**src/rtl/hkre_pkg.sv**
```systemverilog
// hkre_pkg: shared types, constants and helpers for the keyboard report event unit
// used by hkre_front, hkre_queue, hkre_back and the top level; no dependencies
package hkre_pkg;

    localparam int KEY_SLOTS  = 6;
    localparam int NUM_EV     = 2 * KEY_SLOTS + 3;
    localparam int EV_CTRL    = 2 * KEY_SLOTS;
    localparam int EV_SHIFT   = 2 * KEY_SLOTS + 1;
    localparam int EV_ALT     = 2 * KEY_SLOTS + 2;
    localparam int QDEPTH     = 2;
    localparam int Q_PTR_W    = (QDEPTH > 1) ? $clog2(QDEPTH) : 1;
    localparam int Q_CNT_W    = $clog2(QDEPTH + 1);

    localparam logic [3:0] RPT_KEYBOARD = 4'h4;

    localparam logic [7:0] MOD_CTRL_MASK  = 8'h11;
    localparam logic [7:0] MOD_SHIFT_MASK = 8'h22;
    localparam logic [7:0] MOD_ALT_MASK   = 8'h44;

    typedef enum logic [1:0] {
        KIND_KEY   = 2'd0,
        KIND_CTRL  = 2'd1,
        KIND_SHIFT = 2'd2,
        KIND_ALT   = 2'd3
    } kind_t;

    typedef logic [KEY_SLOTS-1:0][7:0] slots_t;

    // one classified report: codes of both reports, pending events, modifier levels
    typedef struct packed {
        slots_t              old_codes;
        slots_t              new_codes;
        logic [NUM_EV-1:0]   ev_mask;
        logic [2:0]          mod_press;
    } job_t;

    function automatic logic code_mapped(input logic [7:0] c);
        code_mapped = ((c >= 8'h04) && (c <= 8'h31)) ||
                      ((c >= 8'h33) && (c <= 8'h38)) ||
                      ((c >= 8'h3A) && (c <= 8'h45)) ||
                      ((c >= 8'h48) && (c <= 8'h52));
    endfunction

endpackage

```
**src/rtl/hkre_front.sv**
```systemverilog
// hkre_front: accepts reports, diffs them against the stored report, builds a job
// depends on hkre_pkg
module hkre_front
(
    input  logic                 clk,
    input  logic                 rst_n,
    input  logic                 in_valid,
    output logic                 in_stall,
    input  logic [3:0]           report_type,
    input  logic [7:0]           modifier_bits,
    input  hkre_pkg::slots_t     key_slots,
    input  logic                 q_full,
    output logic                 push,
    output hkre_pkg::job_t       push_job
);

    hkre_pkg::slots_t                  prev_slots_reg;
    hkre_pkg::slots_t                  prev_slots_next;
    logic [7:0]                        prev_mods_reg;
    logic [7:0]                        prev_mods_next;
    logic [hkre_pkg::KEY_SLOTS-1:0]    old_hit;
    logic [hkre_pkg::KEY_SLOTS-1:0]    new_hit;
    logic [hkre_pkg::NUM_EV-1:0]       mask;
    logic [7:0]                        diff;
    logic                              take;
    logic                              is_kbd;

    assign in_stall = q_full;
    assign take     = in_valid && !q_full;
    assign is_kbd   = (report_type == hkre_pkg::RPT_KEYBOARD);
    assign diff     = modifier_bits ^ prev_mods_reg;

    always_comb
    begin
        old_hit = '0;
        new_hit = '0;
        for (int i = 0; i < hkre_pkg::KEY_SLOTS; i++)
        begin
            for (int j = 0; j < hkre_pkg::KEY_SLOTS; j++)
            begin
                if (key_slots[j] == prev_slots_reg[i])
                begin
                    old_hit[i] = 1'b1;
                end
                if (prev_slots_reg[j] == key_slots[i])
                begin
                    new_hit[i] = 1'b1;
                end
            end
        end
        mask = '0;
        for (int i = 0; i < hkre_pkg::KEY_SLOTS; i++)
        begin
            mask[i] = (prev_slots_reg[i] != 8'h00) && !old_hit[i] &&
                      hkre_pkg::code_mapped(prev_slots_reg[i]);
            mask[hkre_pkg::KEY_SLOTS + i] = (key_slots[i] != 8'h00) && !new_hit[i] &&
                      hkre_pkg::code_mapped(key_slots[i]);
        end
        mask[hkre_pkg::EV_CTRL]  = |(diff & hkre_pkg::MOD_CTRL_MASK);
        mask[hkre_pkg::EV_SHIFT] = |(diff & hkre_pkg::MOD_SHIFT_MASK);
        mask[hkre_pkg::EV_ALT]   = |(diff & hkre_pkg::MOD_ALT_MASK);
    end

    assign push_job.old_codes    = prev_slots_reg;
    assign push_job.new_codes    = key_slots;
    assign push_job.ev_mask      = mask;
    assign push_job.mod_press[0] = |(modifier_bits & hkre_pkg::MOD_CTRL_MASK);
    assign push_job.mod_press[1] = |(modifier_bits & hkre_pkg::MOD_SHIFT_MASK);
    assign push_job.mod_press[2] = |(modifier_bits & hkre_pkg::MOD_ALT_MASK);

    // keyboard reports with nothing to say update the state but enqueue nothing
    assign push = take && is_kbd && (|mask);

    always_comb
    begin
        prev_slots_next = prev_slots_reg;
        prev_mods_next  = prev_mods_reg;
        if (take && is_kbd)
        begin
            prev_slots_next = key_slots;
            prev_mods_next  = modifier_bits;
        end
    end

    always_ff @(posedge clk or negedge rst_n)
    begin
        if (!rst_n)
        begin
            prev_slots_reg <= '0;
            prev_mods_reg  <= '0;
        end
        else
        begin
            prev_slots_reg <= prev_slots_next;
            prev_mods_reg  <= prev_mods_next;
        end
    end

endmodule

```
**src/rtl/hkre_queue.sv**
```systemverilog
// hkre_queue: short job queue between the classifier and the event sequencer
// depends on hkre_pkg
module hkre_queue
(
    input  logic              clk,
    input  logic              rst_n,
    input  logic              push,
    input  hkre_pkg::job_t    push_job,
    output logic              full,
    output logic              q_valid,
    output hkre_pkg::job_t    q_job,
    input  logic              pop
);

    hkre_pkg::job_t                 mem_reg [hkre_pkg::QDEPTH];
    logic [hkre_pkg::Q_PTR_W-1:0]   wr_ptr_reg;
    logic [hkre_pkg::Q_PTR_W-1:0]   wr_ptr_next;
    logic [hkre_pkg::Q_PTR_W-1:0]   rd_ptr_reg;
    logic [hkre_pkg::Q_PTR_W-1:0]   rd_ptr_next;
    logic [hkre_pkg::Q_CNT_W-1:0]   count_reg;
    logic [hkre_pkg::Q_CNT_W-1:0]   count_next;

    localparam logic [hkre_pkg::Q_CNT_W-1:0] CNT_FULL = hkre_pkg::Q_CNT_W'(hkre_pkg::QDEPTH);
    localparam logic [hkre_pkg::Q_PTR_W-1:0] PTR_LAST =
        hkre_pkg::Q_PTR_W'(hkre_pkg::QDEPTH - 1);

    assign full    = (count_reg == CNT_FULL);
    assign q_valid = (count_reg != '0);
    assign q_job   = mem_reg[rd_ptr_reg];

    always_comb
    begin
        wr_ptr_next = wr_ptr_reg;
        rd_ptr_next = rd_ptr_reg;
        count_next  = count_reg;
        if (push)
        begin
            wr_ptr_next = (wr_ptr_reg == PTR_LAST) ? '0 : wr_ptr_reg + 1'b1;
        end
        if (pop)
        begin
            rd_ptr_next = (rd_ptr_reg == PTR_LAST) ? '0 : rd_ptr_reg + 1'b1;
        end
        if (push && !pop)
        begin
            count_next = count_reg + 1'b1;
        end
        else if (pop && !push)
        begin
            count_next = count_reg - 1'b1;
        end
    end

    always_ff @(posedge clk)
    begin
        if (push)
        begin
            mem_reg[wr_ptr_reg] <= push_job;
        end
    end

    always_ff @(posedge clk or negedge rst_n)
    begin
        if (!rst_n)
        begin
            wr_ptr_reg <= '0;
            rd_ptr_reg <= '0;
            count_reg  <= '0;
        end
        else
        begin
            wr_ptr_reg <= wr_ptr_next;
            rd_ptr_reg <= rd_ptr_next;
            count_reg  <= count_next;
        end
    end

    a_no_overflow: assert property (@(posedge clk) disable iff (!rst_n)
        push |-> !full)
        else $error("hkre_queue: push while full");

    a_no_underflow: assert property (@(posedge clk) disable iff (!rst_n)
        pop |-> q_valid)
        else $error("hkre_queue: pop while empty");

    a_count_range: assert property (@(posedge clk) disable iff (!rst_n)
        count_reg <= CNT_FULL)
        else $error("hkre_queue: count out of range");

endmodule

```
**src/rtl/hkre_back.sv**
```systemverilog
// hkre_back: walks the head job's pending events into the output register, one per cycle
// while out_stall does not hold it; depends on hkre_pkg
module hkre_back
(
    input  logic              clk,
    input  logic              rst_n,
    input  logic              q_valid,
    input  hkre_pkg::job_t    q_job,
    output logic              pop,
    output logic              out_valid,
    input  logic              out_stall,
    output logic [7:0]        scan_code,
    output logic [1:0]        modifier_kind,
    output logic              is_press,
    output logic              last_event
);

    logic                          active_reg;
    logic                          active_next;
    logic [hkre_pkg::NUM_EV-1:0]   pend_reg;
    logic [hkre_pkg::NUM_EV-1:0]   pend_next;
    logic                          out_valid_reg;
    logic                          out_valid_next;
    logic [7:0]                    scan_reg;
    logic [7:0]                    scan_next;
    hkre_pkg::kind_t               kind_reg;
    hkre_pkg::kind_t               kind_next;
    logic                          press_reg;
    logic                          press_next;
    logic                          last_reg;
    logic                          last_next;
    logic [hkre_pkg::NUM_EV-1:0]   rem;
    logic [hkre_pkg::NUM_EV-1:0]   pick;
    logic [hkre_pkg::NUM_EV-1:0]   rem_after;
    logic [7:0]                    sel_code;
    logic                          load;

    assign rem       = active_reg ? pend_reg : q_job.ev_mask;
    // lowest pending event goes first
    assign pick      = rem & (~rem + 1'b1);
    assign rem_after = rem & ~pick;
    assign load      = q_valid && (!out_valid_reg || !out_stall);
    assign pop       = load && (rem_after == '0);

    always_comb
    begin
        sel_code = '0;
        for (int i = 0; i < hkre_pkg::KEY_SLOTS; i++)
        begin
            sel_code = sel_code
                     | (q_job.old_codes[i] & {8{pick[i]}})
                     | (q_job.new_codes[i] & {8{pick[hkre_pkg::KEY_SLOTS + i]}});
        end
    end

    always_comb
    begin
        active_next    = active_reg;
        pend_next      = pend_reg;
        out_valid_next = out_valid_reg;
        scan_next      = scan_reg;
        kind_next      = kind_reg;
        press_next     = press_reg;
        last_next      = last_reg;
        if (out_valid_reg && !out_stall)
        begin
            out_valid_next = 1'b0;
        end
        if (load)
        begin
            out_valid_next = 1'b1;
            scan_next      = sel_code;
            last_next      = (rem_after == '0);
            active_next    = (rem_after != '0);
            pend_next      = rem_after;
            if (pick[hkre_pkg::EV_CTRL])
            begin
                kind_next  = hkre_pkg::KIND_CTRL;
                press_next = q_job.mod_press[0];
            end
            else if (pick[hkre_pkg::EV_SHIFT])
            begin
                kind_next  = hkre_pkg::KIND_SHIFT;
                press_next = q_job.mod_press[1];
            end
            else if (pick[hkre_pkg::EV_ALT])
            begin
                kind_next  = hkre_pkg::KIND_ALT;
                press_next = q_job.mod_press[2];
            end
            else
            begin
                kind_next  = hkre_pkg::KIND_KEY;
                press_next = |pick[2*hkre_pkg::KEY_SLOTS-1:hkre_pkg::KEY_SLOTS];
            end
        end
    end

    always_ff @(posedge clk or negedge rst_n)
    begin
        if (!rst_n)
        begin
            active_reg    <= 1'b0;
            out_valid_reg <= 1'b0;
        end
        else
        begin
            active_reg    <= active_next;
            out_valid_reg <= out_valid_next;
        end
    end

    always_ff @(posedge clk)
    begin
        pend_reg  <= pend_next;
        scan_reg  <= scan_next;
        kind_reg  <= kind_next;
        press_reg <= press_next;
        last_reg  <= last_next;
    end

    assign out_valid     = out_valid_reg;
    assign scan_code     = scan_reg;
    assign modifier_kind = kind_reg;
    assign is_press      = press_reg;
    assign last_event    = last_reg;

    a_active_has_job: assert property (@(posedge clk) disable iff (!rst_n)
        active_reg |-> q_valid)
        else $error("hkre_back: walking a job with an empty queue");

    a_load_has_event: assert property (@(posedge clk) disable iff (!rst_n)
        load |-> $onehot(pick))
        else $error("hkre_back: loaded with no pending event");

    a_modifier_code_zero: assert property (@(posedge clk) disable iff (!rst_n)
        (out_valid_reg && (kind_reg != hkre_pkg::KIND_KEY)) |-> (scan_reg == 8'h00))
        else $error("hkre_back: modifier event carries a scancode");

    a_pop_ends_event: assert property (@(posedge clk) disable iff (!rst_n)
        pop |=> (out_valid_reg && last_reg && !active_reg))
        else $error("hkre_back: job retired without a final event");

endmodule

```
**src/rtl/hid_keyboard_report_to_key_events_unit.sv**
```systemverilog
// hid_keyboard_report_to_key_events_unit: keyboard report to key event stream, top level
// depends on hkre_pkg, hkre_front, hkre_queue, hkre_back
//
//   channel  signals                                         direction
//   in       in_valid, in_stall, report_type, modifier_bits,  report in
//            key_slot_0 .. key_slot_5
//   out      out_valid, out_stall, scan_code, modifier_kind,  event out
//            is_press, last_event
//
// a report is classified in the cycle of its transfer; the sequencer then sends
// one event per cycle unless out_stall holds it; a queued report yields 1 to 15 events
// a two-entry job queue sits between classifier and sequencer; in_stall is high
// only while it is full, and reports with no events never enter it
// out_stall holds the output register and the sequencer; it reaches the input side
// only once the queue has filled up
// reset clears the stored report, modifiers, queue and output valid
module hid_keyboard_report_to_key_events_unit
(
    input  logic        clk,
    input  logic        rst_n,
    input  logic        in_valid,
    output logic        in_stall,
    input  logic [3:0]  report_type,
    input  logic [7:0]  modifier_bits,
    input  logic [7:0]  key_slot_0,
    input  logic [7:0]  key_slot_1,
    input  logic [7:0]  key_slot_2,
    input  logic [7:0]  key_slot_3,
    input  logic [7:0]  key_slot_4,
    input  logic [7:0]  key_slot_5,
    output logic        out_valid,
    input  logic        out_stall,
    output logic [7:0]  scan_code,
    output logic [1:0]  modifier_kind,
    output logic        is_press,
    output logic        last_event
);

    hkre_pkg::slots_t  key_slots;
    hkre_pkg::job_t    push_job;
    hkre_pkg::job_t    q_job;
    logic              push;
    logic              q_full;
    logic              q_valid;
    logic              pop;

    assign key_slots = {key_slot_5, key_slot_4, key_slot_3,
                        key_slot_2, key_slot_1, key_slot_0};

    hkre_front u_front
    (
        .clk           (clk),
        .rst_n         (rst_n),
        .in_valid      (in_valid),
        .in_stall      (in_stall),
        .report_type   (report_type),
        .modifier_bits (modifier_bits),
        .key_slots     (key_slots),
        .q_full        (q_full),
        .push          (push),
        .push_job      (push_job)
    );

    hkre_queue u_queue
    (
        .clk      (clk),
        .rst_n    (rst_n),
        .push     (push),
        .push_job (push_job),
        .full     (q_full),
        .q_valid  (q_valid),
        .q_job    (q_job),
        .pop      (pop)
    );

    hkre_back u_back
    (
        .clk           (clk),
        .rst_n         (rst_n),
        .q_valid       (q_valid),
        .q_job         (q_job),
        .pop           (pop),
        .out_valid     (out_valid),
        .out_stall     (out_stall),
        .scan_code     (scan_code),
        .modifier_kind (modifier_kind),
        .is_press      (is_press),
        .last_event    (last_event)
    );

endmodule

```
**config.mk**
```make
export PLATFORM = sky130hd
export DESIGN_NAME = hid_keyboard_report_to_key_events_unit
export DESIGN_NICKNAME = d
export VERILOG_FILES = /design/src/rtl/hkre_pkg.sv /design/src/rtl/hkre_front.sv /design/src/rtl/hkre_queue.sv /design/src/rtl/hkre_back.sv /design/src/rtl/hid_keyboard_report_to_key_events_unit.sv
export SDC_FILE = /design/constraint.sdc
export NUM_CORES = 1
export LEC_CHECK = 0
export ABC_CLOCK_PERIOD_IN_PS = 19300
export BUFFER_PORTS_ARGS = -buffer_cell sky130_fd_sc_hd__buf_2
export CORE_MARGIN = 3
export CORE_UTILIZATION = 25
export DETAILED_ROUTE_END_ITERATION = 16
export HOLD_SLACK_MARGIN = 0.08
export PLACE_DENSITY = 0.35
export SLEW_MARGIN = 10
export SYNTH_ARGS = -nofsm -noshare
export SYNTH_HDL_FRONTEND = slang
export SYNTH_SLANG_ARGS = --single-unit
```
**constraint.sdc**
```tcl
create_clock -name clk -period 19.3 [get_ports clk]
set_input_delay 3.86 -clock clk [delete_from_list [all_inputs] [get_ports clk]]
set_output_delay 3.86 -clock clk [all_outputs]
set_load 0.05 [all_outputs]
```
# After elaboration in Yosys (flattened, before gate mapping)
# Memory sizes are Yosys's and may differ from the RTL's.
# Index checks and enable logic that the tools add are counted.
[totals]
register_bits = 88
ram_bits = 228
inputBits = 64
elab_cells = 466
memories = 1
[mem_list]
columns = ["memory", "depth", "word_bits", "read_ports", "rd_ports_with_merged_regs", "wr", "line", "rtl"]
rows = [
  ["u_queue.mem_reg", 2, 114, 1, 0, 1, "hkre_queue.sv:15", "hkre_pkg::job_t mem_reg [hkre_pkg::QDEPTH];"],
]
[classes]
add_sub_neg = 5
order_cmp = 96
eq_ne = 74
muxes = 86
bitwise_logic = 28
reduce_logical = 159
[op_table]
columns = ["cell", "count"]
rows = [
  ["$eq 8x8->1", 72],
  ["$ge 8x6->1 const B", 24],
  ["$le 8x6->1 const B", 24],
  ["$le 8x7->1 const B", 24],
  ["$and 8x8->8", 12],
  ["$ge 8x3->1 const B", 12],
  ["$ge 8x7->1 const B", 12],
  ["$reduce_bool 8->1", 12],
  ["$or 8x8->8", 11],
  ["$mux 1", 81],
  ["$logic_and 1x1->1", 80],
  ["$logic_or 1x1->1", 37],
  ["$and 15x15->15", 2],
  ["$not 15->15", 2],
  ["$reduce_or 18->1", 1],
  ["$logic_not 1->1", 17],
  ["$add 15x1->15 const B", 1],
  ["$logic_not 15->1", 1],
  ["$mux 15", 1],
  ["$reduce_bool 15->1", 1],
  ["$reduce_or 2->1", 6],
  ["$mux 2", 4],
  ["$xor 7x7->7", 1],
  ["$reduce_bool 2->1", 3],
  ["6 further kinds", 7],
]

# Logic depth before layout (Yosys ltp)
# An unclocked memory read counts as a cell.
[depth]
word_depth = 17
depth_mapped = 15

# By module
# A second synthesis with hierarchy kept.
[unflattened]
hier_cells = 1486
area_unflattened_um2 = 18271.3
[modules_own_cells]
columns = ["mod", "instances", "cells_per_inst", "area_per_inst_um2", "seq_area_each_um2"]
rows = [
  ["hkre_queue", 1, 371, 8615.8, 6946.7],
  ["hkre_front", 1, 884, 7473.4, 1351.3],
  ["hkre_back", 1, 231, 2182.1, 830.8],
]

# Least setup slack after synthesis
# OpenSTA, ideal clock, no wires.
[synth_timing]
kind = "in2reg"
from = "input port key_slot_5[7]"
to = "memory u_queue.mem_reg[1][0] (netlist name) (enable)"
setup_time_ns = 0.750
arrival_time_ns = 13.754
required_time_ns = 18.550
setup_slack_ns = 4.796
path_stages = 9
n_path_buf = 1
cell_sequence = "buf_2 xnor2_1 nand4_1 nor2_1 or4_1 nor4_1 or4_4 nor4_1 nor3b_1"
[synth_rtl]
columns = ["item", "line", "rtl"]
rows = [
  ["from (decl)", "hid_keyboard_report_to_key_events_unit.sv:30", "input logic [7:0] key_slot_5,"],
  ["to (decl)", "hkre_queue.sv:15", ""],
]

==> impl_results.md <==
* Compound-Gate Fraction of Synth Area at 0.0866
* Syn Std Cell Area at 0.0174 mm2
* Pre-Repair DR Iteration Count at 5
* Synth async-reset ratio at 0.191
* Post-Synth Simple-Gate Area at 0.113
* Max H-tree Level at 2
* Post-Route WL at 62100 um
* CTS sink count at 314
* Worst hold path depth at 1
* Die Area at 0.0727 mm2
* XOR/XNOR share of the synthesized area at 0.150
* Antenna Cells at 0
* Remaining DRCs at 0
* Max-Cap Viols at 0
* Arrival time worst endpoint at 8200 ps
* Vias/cell at 4.87
* Synth Area in Adders at 0.00245
* Critical Path RT at 19460 ps
* Worst hold start: u_queue.count_reg[1]$_DFFE_PN0P_
* Root buf cell: clkbuf_16
* Hold slack at 501 ps
* Final period utilization at 0.417
* Initial antenna violation count at 0
* CP max stage delay at 1120 ps
* Yosys warns at 0
* Fill cells at 7095
* Vias at 11800
* Library cells used by synthesis at 79
* Hold crit path type: flop to flop
* CP Max Fanout at 59
* Largest net degree at the start of global routing at 64
* Hold endpoint: u_queue.count_reg[1]$_DFFE_PN0P_
* Design Area, Final at 0.0196 mm2
* Initial DRC count at 775
* Share of layout cells above drive strength 1 at 0.171
* Port buffer count at 75
* Row cnt at 96
* Slew HR at 0.0900
* Setup TNS at 0 ps
* Routability Congestion at 0.813
* Wire per inst at 25.7 um
* Core Area at 0.0687 mm2
* P per Cell Area at 133 mW/mm2
* Worst R2R Start: u_front.push_job[93]$_DFFE_PN0P_
* Max reg flops at 228
* Fraction of synthesized area in multiplexers at 0.0815
* Leakage at 6.75 nW
* Critical path type: input port to flop
* CTS Buf Count at 38
* Cell family with most CP delay: simple AND/OR/NAND/NOR gates
* Reg2reg setup slack at 14230 ps
* Critical-path top delay cell: nor4_1
* Layout net count at 1519
* Reg2Reg Depth at 10
* Sequential element share of the synthesized area at 0.525
* Post-layout util at 0.286
* Final setup violation count at 0
* Worst R2R End: u_queue.mem_reg[1][86]$_DFFE_PP_
* Die Y at 270 um
* Status: finished, final reports clean
* Startpoint types: input port
* Setup bufs post-CTS at 0
* Syn Area/Cell at 12.0 um2
* Num ports at 78
* Die width at 270 um
* VDD IR-drop max at 0.0454 mV
* Longest Clk Path Bufs at 3
* Post-DP Area at 0.0184 mm2
* Most used DFF post-synth: edfxtp_1
* Register area at 0.00913 mm2
* Initial Utilization at 0.253
* Flops & latches, synth at 314
* Post_cts resized at 0
* Mapped Nets at 1514
* Main combinational cell family by area after synthesis: XOR/XNOR gates
* TritonCTS clock tree: yes
* Multi-input combinational cell area at 0.00756 mm2
* Setup Skew at 19.8 ps
* Layout area overhead at 13.1%
* EDFF count, synth at 254
* Fin. Hold Viols at 0
* Crit path cell chain: buf_2 > xnor2_1 > nand4_1 > nor2_1 > or4_1 > nor4_1 > or4_4 > nor4_1 > nor3b_2 > buf_4 > buf_4
* Dpl hpwl at 41200 um
* Fmax at 0.124 GHz
* Overflow after GRT at 0
* Cts hold-fix bufs at 0
* Pins over their slew limit at 0
* Critical Path End Type: flop
* Number of global-route vias before repair at 11600
* Gr usage total at 0.168
* Min Clock Period, post-route at 8040 ps
* CP Buf/Inv Count at 3
* Post-Synthesis Cells at 1449
* Worst skew pair latency at 550 ps
* ANT nets after route at 0
* Reg clk slew, reported paths at 50 ps
* Worst slew pin tran at 1350 ps
* First-pass GRT wire length at 89100 um
* RSZ-0062 raised after global routing: false
==> worst max-delay path by stage <==
stage | depth (start not counted) | from | to | slack (ps)
after floorplan | 9 | key_slot_5[7] | u_queue.mem_reg[1][0]$_DFFE_PP_ | 4800
after global placement | 11 | key_slot_0[3] | u_queue.mem_reg[1][88]$_DFFE_PP_ | 10720
after detailed placement | 11 | key_slot_0[3] | u_queue.mem_reg[1][86]$_DFFE_PP_ | 10760
after CTS | 11 | key_slot_0[3] | u_queue.mem_reg[1][86]$_DFFE_PP_ | 11340
after global routing | 11 | key_slot_0[3] | u_queue.mem_reg[1][86]$_DFFE_PP_ | 11070
final | 11 | key_slot_5[5] | u_queue.mem_reg[1][86]$_DFFE_PP_ | 11260
==> placed cells by master (no fill, tap or decap), types with 7 or more instances in the layout <==
cell	instances
nand4_1	53
a21oi_1	34
o21ai_0	28
nor2_1	66
o21a_1	11
clkbuf_16	38
or4_1	8
mux2_2	76
clkbuf_1	11
o2111ai_1	11
xnor2_1	216
dfrtp_1	59
a31oi_1	16
nor4_1	30
a211oi_1	20
edfxtp_1	254
mux2i_1	49
buf_2	74
inv_1	14
nor3_1	27
or3_1	12
nor2b_1	7
o22ai_1	17
buf_4	17
nand3_1	14
a222oi_1	8
xor2_1	82
nand2_1	76
==> report_power, final <==
group	switching (mW)	leakage [nW]	internal, mW
sequential	0.266	3.05	0.863
combinational	0.435	3.10	0.341
clock	0.287	0.604	0.428
total	0.987	6.75	1.63
==> final cells by class <==
class                      instances  area share
timing repair buffer              91      0.0253
sequential                       314       0.465
inverter                          14     0.00267
tap                              931      0.0593
clock inverter                    15     0.00841
clock buffer                      55      0.0547
multi-input combinational        995       0.385
==> kinds of logic after synthesis <==
family | after synthesis
XOR/XNOR | 298
AO/OA/AOI/OAI | 214
buffers and inverters | 140
multiplexers | 129
adder cells (fa/ha/maj) | 4
AND/OR/NAND/NOR | 350
flip-flops | 314
==> stage by stage <==
step	setup slack (ps)	instances	power (mW)
after floorplan	4800	1449	1.66
after global placement	10720	2345	1.92
after detailed placement	10760	2345	1.93
after CTS	11340	2415	2.65
after global routing	11070	2415	2.77
final	11260	2415	2.62
==> synth_stat cells (all sizes together) (12+ instances only) <==
| cell | n | area (um2) |
|---|---|---|
| o22ai | 17 | 106 |
| dfrtp | 60 | 1500 |
| nand4 | 53 | 332 |
| a21oi | 35 | 175 |
| edfxtp | 254 | 7630 |
| nand3 | 15 | 87.6 |
| nor3 | 33 | 190 |
| nor2 | 66 | 248 |
| clkbuf | 16 | 60.1 |
| a211oi | 21 | 163 |
| xnor2 | 216 | 1890 |
| buf | 110 | 604 |
| or3 | 12 | 75.1 |
| nand2 | 77 | 297 |
| a31oi | 16 | 100 |
| nor4 | 38 | 299 |
| or4 | 12 | 105 |
| xor2 | 82 | 718 |
| inv | 14 | 52.6 |
| mux2 | 77 | 867 |
| o21ai | 34 | 170 |
| mux2i | 52 | 549 |
==> metal layers <==
| metal | vias to the layer above | global-route usage | wire length, um |
|---|---|---|---|
| li1 | 5373 | - | - |
| met1 | 6083 | 0.235 | 29300 |
| met3 | 63 | 0.0222 | 2190 |
| met4 | 0 | 0.0430 | 1320 |
| met2 | 247 | 0.276 | 29400 |
| met5 | - | 0 | 0 |
Power figures use the tool's default switching activity.
